**src/rtl/selective_repeat_sender_unit_macros.svh**
```systemverilog
// Assertion macros for the selective-repeat sender unit.
// Used by the top level; relies on signals named clock and reset in the including scope.
`ifndef SELECTIVE_REPEAT_SENDER_UNIT_MACROS_SVH
`define SELECTIVE_REPEAT_SENDER_UNIT_MACROS_SVH

// Same-cycle implication, checked at every rising edge outside reset.
`define SRS_ASSERT_NOW(lbl, ante, cons, msg) \
   lbl: assert property (@(posedge clock) disable iff (reset) (ante) |-> (cons)) \
      else $error(msg);

// Next-cycle implication, checked at every rising edge outside reset.
`define SRS_ASSERT_NEXT(lbl, ante, cons, msg) \
   lbl: assert property (@(posedge clock) disable iff (reset) (ante) |=> (cons)) \
      else $error(msg);

`endif

```
**src/rtl/srs_pkg.sv**
```systemverilog
// Shared types, constants and the microcode table of the selective-repeat sender.
// No dependencies; imported by the sequencer, the datapath and the top level.
package srs_pkg;

   localparam int MAX_PACKETS = 64;
   localparam int PKT_W       = $clog2(MAX_PACKETS);
   localparam int NUM_W       = PKT_W + 1;
   localparam int STEP_W      = 4;

   localparam logic [NUM_W-1:0] TOTAL_RESET  = NUM_W'(5);
   localparam logic [NUM_W-1:0] WINDOW_RESET = NUM_W'(2);
   localparam logic [NUM_W-1:0] MAX_NUM      = NUM_W'(MAX_PACKETS);

   typedef enum logic [1:0] {
      ACT_START   = 2'd0,
      ACT_TIMEOUT = 2'd1,
      ACT_ACK     = 2'd2,
      ACT_NACK    = 2'd3
   } action_type;

   typedef enum logic {
      CSR_TOTAL  = 1'b0,
      CSR_WINDOW = 1'b1
   } csr_index_type;

   typedef struct packed {
      action_type       action;
      logic [NUM_W-1:0] seq_num;
   } req_word_type;

   typedef struct packed {
      logic [PKT_W-1:0] packet_number;
      logic             last_of_run;
      logic             all_acked;
   } rsp_word_type;

   typedef enum logic [2:0] {
      UOP_NOP,
      UOP_NACK,
      UOP_SCAN_INIT,
      UOP_SCAN,
      UOP_FLUSH,
      UOP_SET_MARK,
      UOP_SLIDE,
      UOP_EMIT_LIMIT
   } uop_type;

   typedef enum logic [3:0] {
      COND_NEVER,
      COND_ALWAYS,
      COND_DONE,
      COND_IS_SEND,
      COND_ID_BAD,
      COND_IS_ACK,
      COND_SCAN_MORE,
      COND_SLIDE_MORE,
      COND_CNT_MULTI
   } cond_type;

   typedef struct packed {
      uop_type           uop;
      cond_type          cond;
      logic [STEP_W-1:0] target;
   } ucode_word_type;

   // Status flags from the datapath that the sequencer branches on.
   typedef struct packed {
      logic done;
      logic is_send;
      logic id_bad;
      logic is_ack;
      logic scan_more;
      logic slide_more;
      logic cnt_multi;
   } dp_status_type;

   // Per-cycle control from the sequencer to the datapath.
   typedef struct packed {
      logic    accept;
      uop_type uop;
   } dp_ctrl_type;

   localparam logic [STEP_W-1:0] S_IDLE      = STEP_W'(0);
   localparam logic [STEP_W-1:0] S_CHK_DONE  = STEP_W'(1);
   localparam logic [STEP_W-1:0] S_CHK_SEND  = STEP_W'(2);
   localparam logic [STEP_W-1:0] S_CHK_ID    = STEP_W'(3);
   localparam logic [STEP_W-1:0] S_CHK_ACK   = STEP_W'(4);
   localparam logic [STEP_W-1:0] S_NACK      = STEP_W'(5);
   localparam logic [STEP_W-1:0] S_SCAN_INIT = STEP_W'(6);
   localparam logic [STEP_W-1:0] S_SCAN      = STEP_W'(7);
   localparam logic [STEP_W-1:0] S_FLUSH     = STEP_W'(8);
   localparam logic [STEP_W-1:0] S_SET_MARK  = STEP_W'(9);
   localparam logic [STEP_W-1:0] S_SLIDE     = STEP_W'(10);
   localparam logic [STEP_W-1:0] S_EMIT      = STEP_W'(11);
   localparam logic [STEP_W-1:0] S_RETURN    = STEP_W'(12);

   // Microcode ROM. A step runs its operation and then jumps to target when its
   // condition holds, otherwise it falls through to the next step.
   function automatic ucode_word_type ucode_rom(input logic [STEP_W-1:0] step);
      ucode_word_type w;
      begin
         case (step)
            S_IDLE:      w = '{UOP_NOP,        COND_NEVER,      S_IDLE};
            S_CHK_DONE:  w = '{UOP_NOP,        COND_DONE,       S_IDLE};
            S_CHK_SEND:  w = '{UOP_NOP,        COND_IS_SEND,    S_SCAN_INIT};
            S_CHK_ID:    w = '{UOP_NOP,        COND_ID_BAD,     S_IDLE};
            S_CHK_ACK:   w = '{UOP_NOP,        COND_IS_ACK,     S_SET_MARK};
            S_NACK:      w = '{UOP_NACK,       COND_ALWAYS,     S_IDLE};
            S_SCAN_INIT: w = '{UOP_SCAN_INIT,  COND_NEVER,      S_IDLE};
            S_SCAN:      w = '{UOP_SCAN,       COND_SCAN_MORE,  S_SCAN};
            S_FLUSH:     w = '{UOP_FLUSH,      COND_ALWAYS,     S_IDLE};
            S_SET_MARK:  w = '{UOP_SET_MARK,   COND_NEVER,      S_IDLE};
            S_SLIDE:     w = '{UOP_SLIDE,      COND_SLIDE_MORE, S_SLIDE};
            S_EMIT:      w = '{UOP_EMIT_LIMIT, COND_CNT_MULTI,  S_EMIT};
            S_RETURN:    w = '{UOP_NOP,        COND_ALWAYS,     S_IDLE};
            default:     w = '{UOP_NOP,        COND_ALWAYS,     S_IDLE};
         endcase
         return w;
      end
   endfunction

endpackage

```
**src/rtl/srs_sequencer.sv**
```systemverilog
// Microcode sequencer of the selective-repeat sender: step counter and branch logic.
// Depends on srs_pkg for the control word layout and the microcode ROM.
module srs_sequencer
   import srs_pkg::*;
(
   input  logic          clock,
   input  logic          reset,
   input  logic          start,
   input  dp_status_type status,
   output logic          busy,
   output dp_ctrl_type   ctrl
);

   logic [STEP_W-1:0] step_ff;
   logic [STEP_W-1:0] step_in;
   ucode_word_type    word;
   logic              take;

   always_comb begin
      word = ucode_rom(step_ff);
      case (word.cond)
         COND_NEVER:      take = 1'b0;
         COND_ALWAYS:     take = 1'b1;
         COND_DONE:       take = status.done;
         COND_IS_SEND:    take = status.is_send;
         COND_ID_BAD:     take = status.id_bad;
         COND_IS_ACK:     take = status.is_ack;
         COND_SCAN_MORE:  take = status.scan_more;
         COND_SLIDE_MORE: take = status.slide_more;
         COND_CNT_MULTI:  take = status.cnt_multi;
         default:         take = 1'b0;
      endcase
   end

   always_comb begin
      busy = (step_ff != S_IDLE);
      if (!busy) begin
         // The idle step waits for a command word.
         ctrl.accept = start;
         ctrl.uop    = UOP_NOP;
         step_in     = start ? S_CHK_DONE : S_IDLE;
      end else begin
         ctrl.accept = 1'b0;
         ctrl.uop    = word.uop;
         step_in     = take ? word.target : step_ff + STEP_W'(1);
      end
   end

   always_ff @(posedge clock) begin
      if (reset) begin
         step_ff <= S_IDLE;
      end else begin
         step_ff <= step_in;
      end
   end

endmodule

```
**src/rtl/srs_datapath.sv**
```systemverilog
// Datapath of the selective-repeat sender: ack bitmap, window pointers, scan pointer,
// send counter, one-deep hold register and the result register. Depends on srs_pkg.
module srs_datapath
   import srs_pkg::*;
(
   input  logic          clock,
   input  logic          reset,
   input  dp_ctrl_type   ctrl,
   input  req_word_type  req_word,
   input  logic          csr_write,
   input  csr_index_type csr_index,
   input  logic [NUM_W-1:0] csr_data,
   output dp_status_type status,
   output logic          rsp_valid,
   output rsp_word_type  rsp_word
);

   logic [NUM_W-1:0]       total_ff;
   logic [NUM_W-1:0]       first_ff;
   logic [NUM_W-1:0]       limit_ff;
   logic [MAX_PACKETS-1:0] marks_ff;
   action_type             action_ff;
   logic [NUM_W-1:0]       id_ff;
   logic [NUM_W-1:0]       idx_ff;
   logic [NUM_W-1:0]       cnt_ff;
   logic [PKT_W-1:0]       pend_ff;
   logic                   pend_valid_ff;
   logic                   rsp_valid_ff;
   rsp_word_type           rsp_word_ff;

   logic [NUM_W-1:0] total_eff;
   logic [NUM_W-1:0] stop;
   logic [NUM_W:0]   ahead;
   logic             idx_marked;
   logic             first_marked;

   always_comb begin
      total_eff    = (total_ff > MAX_NUM) ? MAX_NUM : total_ff;
      stop         = (limit_ff < total_eff) ? limit_ff : total_eff;
      ahead        = {1'b0, limit_ff} + {1'b0, cnt_ff};
      idx_marked   = marks_ff[idx_ff[PKT_W-1:0]];
      first_marked = marks_ff[first_ff[PKT_W-1:0]];

      status.done       = (first_ff >= total_eff);
      status.is_send    = (action_ff == ACT_START) || (action_ff == ACT_TIMEOUT);
      status.id_bad     = (id_ff >= total_eff);
      status.is_ack     = (action_ff == ACT_ACK);
      status.scan_more  = (idx_ff < stop);
      status.slide_more = (first_ff < total_eff) && first_marked;
      status.cnt_multi  = (cnt_ff > NUM_W'(1));
   end

   always_ff @(posedge clock) begin
      if (reset) begin
         total_ff      <= TOTAL_RESET;
         first_ff      <= '0;
         limit_ff      <= WINDOW_RESET;
         marks_ff      <= '0;
         pend_valid_ff <= 1'b0;
         rsp_valid_ff  <= 1'b0;
      end else begin
         rsp_valid_ff <= 1'b0;

         if (csr_write) begin
            case (csr_index)
               CSR_TOTAL:  total_ff <= csr_data;
               CSR_WINDOW: limit_ff <= (csr_data > MAX_NUM) ? MAX_NUM : csr_data;
               default:    total_ff <= total_ff;
            endcase
         end

         if (ctrl.accept) begin
            action_ff <= req_word.action;
            id_ff     <= req_word.seq_num;
            cnt_ff    <= '0;
         end

         case (ctrl.uop)
            UOP_NACK: begin
               marks_ff[id_ff[PKT_W-1:0]] <= 1'b0;
               rsp_valid_ff               <= 1'b1;
               rsp_word_ff                <= '{id_ff[PKT_W-1:0], 1'b1, 1'b0};
            end
            UOP_SCAN_INIT: begin
               idx_ff        <= first_ff;
               pend_valid_ff <= 1'b0;
            end
            UOP_SCAN: begin
               if (status.scan_more) begin
                  idx_ff <= idx_ff + NUM_W'(1);
                  if (!idx_marked) begin
                     // Hold the newest send back one find so the final one can be marked.
                     if (pend_valid_ff) begin
                        rsp_valid_ff <= 1'b1;
                        rsp_word_ff  <= '{pend_ff, 1'b0, 1'b0};
                     end
                     pend_ff       <= idx_ff[PKT_W-1:0];
                     pend_valid_ff <= 1'b1;
                  end
               end
            end
            UOP_FLUSH: begin
               if (pend_valid_ff) begin
                  rsp_valid_ff <= 1'b1;
                  rsp_word_ff  <= '{pend_ff, 1'b1, 1'b0};
               end
               pend_valid_ff <= 1'b0;
            end
            UOP_SET_MARK: begin
               marks_ff[id_ff[PKT_W-1:0]] <= 1'b1;
            end
            UOP_SLIDE: begin
               if (status.slide_more) begin
                  first_ff <= first_ff + NUM_W'(1);
                  if (ahead < {1'b0, total_eff}) begin
                     cnt_ff <= cnt_ff + NUM_W'(1);
                  end
               end
            end
            UOP_EMIT_LIMIT: begin
               if (cnt_ff != '0) begin
                  rsp_valid_ff <= 1'b1;
                  rsp_word_ff  <= '{limit_ff[PKT_W-1:0], !status.cnt_multi, status.done};
                  limit_ff     <= limit_ff + NUM_W'(1);
                  cnt_ff       <= cnt_ff - NUM_W'(1);
               end
            end
            default: begin
               pend_valid_ff <= pend_valid_ff;
            end
         endcase
      end
   end

   assign rsp_valid = rsp_valid_ff;
   assign rsp_word  = rsp_word_ff;

endmodule

```
**src/rtl/selective_repeat_sender_unit.sv**
```systemverilog
// Top level of the selective-repeat sender: sequencer plus datapath, ports and checks.
// Depends on srs_pkg, srs_sequencer, srs_datapath and selective_repeat_sender_unit_macros.svh.
//
// This unit is the control half of a selective-repeat ARQ sender. Each command word
// (start, timeout, ack or nack with a packet number) is taken when start is high and
// busy is low, and it produces zero or more send words, one per cycle at most, each
// shown on rsp_word for exactly one cycle with rsp_valid high. The receiver cannot
// stall this stream, so it must take every word in the cycle it appears. The last
// send word of a command carries last_of_run, and all_acked is set on every send word
// of a command that leaves the window start at the transfer total. Commands that send
// nothing (finished transfer, packet number out of range) give no word at all.
// Busy stays high while one microcode step a cycle walks the command: a nack checks
// the transfer, the command kind and the packet number, then clears its mark and sends;
// a start or timeout walks a single scan pointer over every window slot, then flushes
// the held send; an ack sets its mark, slides the window start over acknowledged
// packets and then sends from the window end, since the slide is counted first and the
// sends follow. Configuration writes are taken whenever busy is low; a window size
// write also reloads the window end.
`include "selective_repeat_sender_unit_macros.svh"

module selective_repeat_sender_unit
   import srs_pkg::*;
(
   input  logic             clock,
   input  logic             reset,
   input  logic             start,
   output logic             busy,
   input  req_word_type     req_word,
   output logic             rsp_valid,
   output rsp_word_type     rsp_word,
   input  logic             csr_valid,
   output logic             csr_ready,
   input  csr_index_type    csr_index,
   input  logic [NUM_W-1:0] csr_data
);

   dp_status_type status;
   dp_ctrl_type   ctrl;

   // Configuration is only taken between commands.
   assign csr_ready = !busy;

   srs_sequencer u_seq (
      .clock  (clock),
      .reset  (reset),
      .start  (start),
      .status (status),
      .busy   (busy),
      .ctrl   (ctrl)
   );

   srs_datapath u_dp (
      .clock     (clock),
      .reset     (reset),
      .ctrl      (ctrl),
      .req_word  (req_word),
      .csr_write (csr_valid && csr_ready),
      .csr_index (csr_index),
      .csr_data  (csr_data),
      .status    (status),
      .rsp_valid (rsp_valid),
      .rsp_word  (rsp_word)
   );

   // A send word only follows a cycle in which a command was being worked.
   `SRS_ASSERT_NOW(a_rsp_from_work, rsp_valid, $past(busy), "send word without a command")
   // An accepted command always occupies the sequencer in the next cycle.
   `SRS_ASSERT_NEXT(a_accept_busy, start && !busy, busy, "accepted command left no work")
   // A register write never lands while a command is in flight.
   `SRS_ASSERT_NOW(a_csr_idle, csr_valid && csr_ready, !busy, "register write while busy")

endmodule

```
**config.mk**
```make
export PLATFORM = sky130hd
export DESIGN_NAME = selective_repeat_sender_unit
export DESIGN_NICKNAME = d
export VERILOG_FILES = /design/src/rtl/srs_pkg.sv /design/src/rtl/srs_sequencer.sv /design/src/rtl/srs_datapath.sv /design/src/rtl/selective_repeat_sender_unit.sv
export VERILOG_INCLUDE_DIRS = /design/src /design/src/rtl
export SDC_FILE = /design/constraint.sdc
export NUM_CORES = 1
export LEC_CHECK = 0
export ABC_AREA = 1
export BUFFER_PORTS_ARGS = -buffer_cell sky130_fd_sc_hd__clkbuf_2
export CAP_MARGIN = 30
export CORE_MARGIN = 2
export CORE_UTILIZATION = 40
export DETAILED_ROUTE_END_ITERATION = 6
export PLACE_DENSITY = 0.67
export SYNTH_ARGS = -nofsm -noshare
export SYNTH_HDL_FRONTEND = slang
export SYNTH_SLANG_ARGS = --single-unit
```
**constraint.sdc**
```tcl
create_clock -name clock -period 3.7 [get_ports clock]
set_input_delay 0 -clock clock [delete_from_list [all_inputs] [get_ports clock]]
set_output_delay 0 -clock clock [all_outputs]
set_load 0.05 [all_outputs]
```
==> Word level (Yosys, flattened, before mapping) <==
Memories as Yosys holds them, arrays and structs flattened. A register that Yosys moved wholly into a read port is not among the register bits.
Cells that the tools add are included.
{ "op_classes": {"add_sub_neg": 7, "multipliers": 0, "div": 0, "n_lt_le_gt_ge": 13, "n_eq_ne": 22, "shift": 0, "muxes": 41, "bitwise_logic": 6, "n_reduce_logical": 21} }
{ "ops": {"columns": ["operator", "n"], "rows": [
  ["64-bit one-hot mux with 2 select lines", 1],
  ["7-bit two-way mux", 12],
  ["64-bit bitwise AND", 1],
  ["64-bit inverter", 1],
  ["64-bit bitwise OR", 1],
  ["8-bit two-way mux", 5],
  ["8-bit one-hot mux with 4 select lines", 1],
  ["7-bit by 1-bit adder with 7-bit output, second input constant", 4],
  ["7-bit one-hot mux with 2 select lines", 2],
  ["6-bit by 7-bit less-than comparator with 1-bit output, second input constant", 3],
  ["7-bit less-than comparator", 3],
  ["4-bit by 3-bit == test with 1-bit output, second input constant", 4],
  ["4-bit two-way mux", 4],
  ["7-bit greater-or-equal comparator", 2],
  ["7-bit greater-than comparator, second input constant", 2],
  ["1-bit binary-select mux with 6-bit select", 2],
  ["3-bit == test, second input constant", 4],
  ["1-bit two-way mux", 10],
  ["7-bit by 7-bit adder with 8-bit output", 1],
  ["4-bit by 2-bit == test with 1-bit output, second input constant", 2],
  ["8-bit by 7-bit less-than comparator with 1-bit output", 1],
  ["1-bit one-hot mux with 8 select lines", 1],
  ["4-bit nonzero test", 2],
  ["7-bit by 1-bit greater-than comparator with 1-bit output, second input constant", 1],
  ["26 further kinds", 40]
]} }
{ "totals": {"reg_bits": 128, "latch_bits": 0, "mem_bits_rw": 0, "romBits": 176, "input_bits": 21, "out_inout_bits": 11, "wordCells": 126, "mem_count": 1} }
{ "memory_table": {"columns": ["name", "words", "width", "read_ports", "rd_ports_with_merged_regs", "write_ports", "line", "rtl"], "rows": [
  ["(no name shown)", 16, 11, 1, 1, 0, "srs_pkg.sv:102", "case (step)"]
]} }

==> Logic depth before layout (Yosys ltp) <==
{ "depth": {"depth_word": 9, "mapped_depth": 24} }

==> Modules after synthesis <==
Synthesis repeated with hierarchy kept, for this count alone.
{ "unflattened": {"cells_unflattened": 1156, "hier_area_um2": 8455.6} }
{ "modules_own_cells": {"columns": ["mod", "n_inst", "cells_per_inst", "area_per_inst_um2", "seq_area_each_um2"], "rows": [
  ["srs_datapath", 1, 1055, 7837.5, 2852.7],
  ["srs_sequencer", 1, 98, 604.3, 80.1],
  ["selective_repeat_sender_unit", 1, 3, 13.8, 0.0]
]} }

==> Least setup slack after synthesis <==
OpenSTA, ideal clock, no wires.
{ "synth_path": {"kind": "register to register", "from": "reg u_dp.total_ff[0]", "to": "reg u_dp.rsp_word_ff (netlist bit u_dp.rsp_word[0]), enable pin", "setup_ns": 0.386, "arrival_ns": 3.389, "t_required_ns": 3.314, "slack_ns": -0.075, "stages_incl_launch_ff": 19, "path_buffers": 1, "period_less_slack_ns": 3.775, "path_cell_list": "dfxtp_1 > nor2_1 > nand3_1 > nand2_2 > nand2_1 > ha_1 > a21oi_1 > nor2_1 > a211oi_1 > nand2_1 > clkbuf_1 > nand2_1 > o21ai_0 > ha_1 > a21oi_1 > nor2_1 > a211oi_1 > a21oi_1 > a211oi_1"} }
{ "synth_via": {"elab_chain_cells": 7} }
{ "synth_rtl": {"columns": ["element", "line", "rtl"], "rows": [
  ["from (decl)", "srs_datapath.sv:18", "logic [NUM_W-1:0] total_ff;"],
  ["from (signal assigned)", "srs_datapath.sv:66", "CSR_TOTAL: total_ff <= csr_data;"],
  ["from (signal assigned)", "srs_datapath.sv:68", "default: total_ff <= total_ff;"],
  ["7-bit greater-than comparator", "srs_datapath.sv:38", "total_eff = (total_ff > MAX_NUM) ? MAX_NUM : total_ff;"],
  ["7-bit two-way mux *", "srs_datapath.sv:38", null],
  ["7-bit less-than comparator", "srs_datapath.sv:39", "stop = (limit_ff < total_eff) ? limit_ff : total_eff;"],
  ["7-bit two-way mux *", "srs_datapath.sv:39", null],
  ["7-bit less-than comparator *", "srs_datapath.sv:48", "status.scan_more = (idx_ff < stop);"],
  ["2-bit inequality test (no source line) *", null, null],
  ["7-bit AND reduction (no source line) *", null, null],
  ["to (signal assigned)", "srs_datapath.sv:82", "rsp_word_ff <= '{id_ff[PKT_W-1:0], 1'b1, 1'b0};"],
  ["to (signal assigned)", "srs_datapath.sv:95", "rsp_word_ff <= '{pend_ff, 1'b0, 1'b0};"],
  ["to (signal assigned)", "srs_datapath.sv:105", "rsp_word_ff <= '{pend_ff, 1'b1, 1'b0};"],
  ["to (decl)", "srs_datapath.sv:29", "rsp_word_type rsp_word_ff;"]
]} }
Mark *: on every way between the ends. The rest lies on a longest branch, timed or not.
A chain may end at the register's enable or synchronous reset.

==> Final worst setup path <==
{ "layout_path": {"from": "reg u_dp.total_ff[5]", "to": "reg u_dp.rsp_word_ff (netlist bit u_dp.rsp_word[4]), enable pin"} }
Same word-level chain as after synthesis.

==> flow_metrics.env <==
export IMPL_arrival_ns=3.71
export IMPL_timing_hold_ws_ns=0.0107
export IMPL_grtUsageTotal=0.230
export IMPL_antenna_cells=0
export IMPL_tightestPinTransition_ns=0.968
export IMPL_cp_end_kind="register"
export IMPL_drt_wirelength_per_cell_um=17.7
export IMPL_synth_area_leaders="dfxtp_1 22%, edfxtp_1 13%, a21oi_1 8.7%"
export IMPL_synthArstFlopShare=0
export IMPL_via_per_inst=5.79
export IMPL_vias=8259
export IMPL_core_area_um2=20400
export IMPL_clkSinkCount=128
export IMPL_drt_iter0_drc=727
export IMPL_maxSlewHeadroom=0.351
export IMPL_synth_xor_area_frac=0.0242
export IMPL_synth_edf_count=37
export IMPL_antenna_found_initial=0
export IMPL_p_sw_frac=0.423
export IMPL_switchingPower_mw=2.52
export IMPL_syn_area_per_cell_um2=7.59
export IMPL_synth_top_family_by_area="compound AO/OA/AOI/OAI gates"
export IMPL_netlist_area_um2=8330
export IMPL_final_max_slew_viol_count=0
export IMPL_power_share_clock=0.271
export IMPL_hold_viol=0
export IMPL_status="complete, no violations"
export IMPL_num_rows=52
export IMPL_synthDistinctLibCells=50
export IMPL_die_w_um=148
export IMPL_areaGrowthSynthToFinish_pct=15.9
export IMPL_ys_ff_latch=128
export IMPL_synth_seq_area_share=0.352
export IMPL_grt_overflow=0
export IMPL_crit_type="reg2reg"
export IMPL_cts_tree="yes"
export IMPL_p_leak_nw=3.80
export IMPL_io_pins=32
export IMPL_root_buffer="clkbuf_16"
export IMPL_nNetsFinal=1214
export IMPL_synthSimpleGateAreaFrac=0.195
export IMPL_post_place_ws_ns=-0.0193
export IMPL_synthFlopType="dfxtp_1"
export IMPL_hold_path_class="in2reg"
export IMPL_clk_latency_ns=0.43
export IMPL_port_buffers=31
export IMPL_powerDensity_nw_per_um2=617
export IMPL_cts_made_buffers=17
export IMPL_grt_pass1_wl_um=40100
export IMPL_drc=0
export IMPL_critPathRequiredTime_ns=3.84
export IMPL_fin_crit_sh=0.964
export IMPL_cpMaxStageDelayCell="dfxtp_2"
export IMPL_synth_mux_area_frac=0
export IMPL_setup_violations=0
export IMPL_hpwl_um=16900
export IMPL_cp_max_fo=8
export IMPL_synth_nets=1169
export IMPL_combPwrFrac=0.429
export IMPL_synth_cells=1098
export IMPL_p_int_mw=3.44
export IMPL_drtPass1Iterations=5
export IMPL_synth_top_area_cell="dfxtp_1"
export IMPL_wl_um=25200
export IMPL_synth_fa_ha_area_frac=0.0760
export IMPL_clockBufferDepth=2
export IMPL_fin_crit_ns=3.57
export IMPL_skew_ns=0.00816
export IMPL_seqPwrFrac=0.299
export IMPL_max_stage_delay_ns=0.33
export IMPL_max_cap_viol_count=0
export IMPL_layout_setup_ws_ns=0.132
export IMPL_yosys_warnings=0
export IMPL_place_congestion=0.877
export IMPL_start_util=0.409
export IMPL_vdd_drop_max_v=0.000364
export IMPL_die_y_um=148
export IMPL_timing_fmax_mhz=280
export IMPL_grt_pass1_vias=7543
export IMPL_synth_top_area_frac=0.219
export IMPL_drive_gt1_frac=0.140
export IMPL_cp_cell_sequence="nor2_2 -> nand3_2 -> nand2_4 -> nand2_1 -> ha_1 -> a21oi_2 -> nor2_1 -> a211oi_2 -> nand2_2 -> nand2_1 -> o21ai_0 -> ha_1 -> a21oi_2 -> nor2_1 -> a211oi_2 -> a21oi_2 -> a211oi_2 -> buf_4"
export IMPL_grt_max_degree=60
export IMPL_clk_pin_slew_ns=0.06
export IMPL_die_area_um2=22000
export IMPL_synth_compound_area_frac=0.264
export IMPL_cts_htree_levels=4
export IMPL_critPathLaunchType="register"
export IMPL_ant_nets=0
[cells by family after synthesis]
| family | after synthesis |
|---|---|
| DFF | 128 |
| adders and majority gates | 50 |
| xor gates and xnor gates | 23 |
| and+or+nand+nor | 357 |
| AOI/OAI and AO/OA | 362 |
| buffers and inverters | 178 |
[metal layers]
layer / share of wire / GRT usage / vias to the layer above / routed length, µm
met1: 0.46 / 0.318 / 3880 / 11500
met4: 0.024 / 0.0795 / 0 / 613
met2: 0.46 / 0.368 / 289 / 11600
met5: 0 / 0 / - / 0
met3: 0.060 / 0.0340 / 51 / 1500
li1: - / - / 4039 / -
[worst paths after layout]
path	from	to	slack [ns]	cells past startpoint
max reg2reg	u_dp.total_ff[5]	u_dp.rsp_word[4]	0.13	18
min	reset	register	0.01	2
min reg2reg	register	register	0.49	2
max	u_dp.total_ff[5]	u_dp.rsp_word[4]	0.13	18
[worst max-delay path, delay by kind of cell (launching register included)]
family	cells	cell delay, ns
buffers and inverters	1	0.20
DFF	1	0.33
adders and majority gates	2	0.53
AOI/OAI and AO/OA	7	1.41
and+or+nand+nor	8	0.78
[layout make-up]
| class | count | area [µm²] |
|---|---|---|
| multi-input combinational | 793 | 4760 |
| fill | 2016 | 10700 |
| sequential | 128 | 2940 |
| clock buffer | 22 | 488 |
| tap | 270 | 338 |
| clock inverter | 10 | 73.8 |
| timing repair buffer | 85 | 616 |
| inverter | 118 | 445 |
[power by group through the flow]
stage	combinational [mW]	sequential, mW	clock (mW)
finish	2.56	1.78	1.62
global route	2.88	1.80	1.69
CTS	2.36	1.77	1.62
detailed placement	2.31	1.80	0
global placement	2.26	1.79	0
floorplan	1.74	1.79	0
[placed cells by master (no fill, tap or decap), types with 21 or more instances in the layout]
| master | instances |
|---|---|
| nand2_1 | 145 |
| buf_4 | 34 |
| o21ai_0 | 79 |
| nor2_1 | 58 |
| o21ai_1 | 25 |
| a21oi_1 | 142 |
| a311oi_1 | 62 |
| dfxtp_1 | 86 |
| ha_1 | 48 |
| clkbuf_2 | 31 |
| o211ai_1 | 21 |
| nand3_1 | 87 |
| edfxtp_1 | 37 |
| inv_1 | 99 |
[cell usage after synthesis (2+ instances only)]
cell,n
a211oi_1,5
nand2_1,151
nand2_4,2
o21ai_1,25
inv_1,99
a21oi_2,3
clkinv_1,5
buf_6,5
ha_1,49
o21ai_0,79
a31oi_1,3
buf_2,19
nand3_1,89
a22oi_1,2
buf_4,2
clkbuf_1,34
nor2_4,2
nor3_1,16
nand4_1,19
nor2_2,3
o21ai_2,2
o211ai_1,21
edfxtp_1,37
nor2_1,62
a311oi_1,62
inv_2,13
nor4_1,3
or2_1,2
xor2_1,17
nand2_2,2
xnor2_1,6
o221ai_1,6
dfxtp_1,91
o21bai_1,2
a21oi_1,145
[per-stage QoR]
step | std cells | cell area (µm²) | power (mW) | util | TNS, ns
2_1_floorplan | 1098 | 8330 | 3.52 | - | 0
3_3_place_gp | 1368 | 8760 | 4.05 | 0.430 | 0
3_5_place_dp | 1369 | 8770 | 4.11 | 0.431 | -0.116
4_1_cts | 1419 | 9520 | 5.75 | 0.467 | 0
5_1_grt | 1426 | 9660 | 6.36 | 0.474 | -0.606
6_report | 1426 | 9660 | 5.96 | 0.474 | 0
[what timing repair did]
item | 4_1_cts | 5_1_grt
gates cloned | 0 | 1
hold buffers | 18 | 0
pin swaps | 0 | 13
buffers inserted | 0 | 5
resized for setup | 2 | 24
setup endpoints to repair | 14 | 26
endpoints found under the hold margin | 20 | 0
No activity file was read; power rests on OpenSTA's default activity.
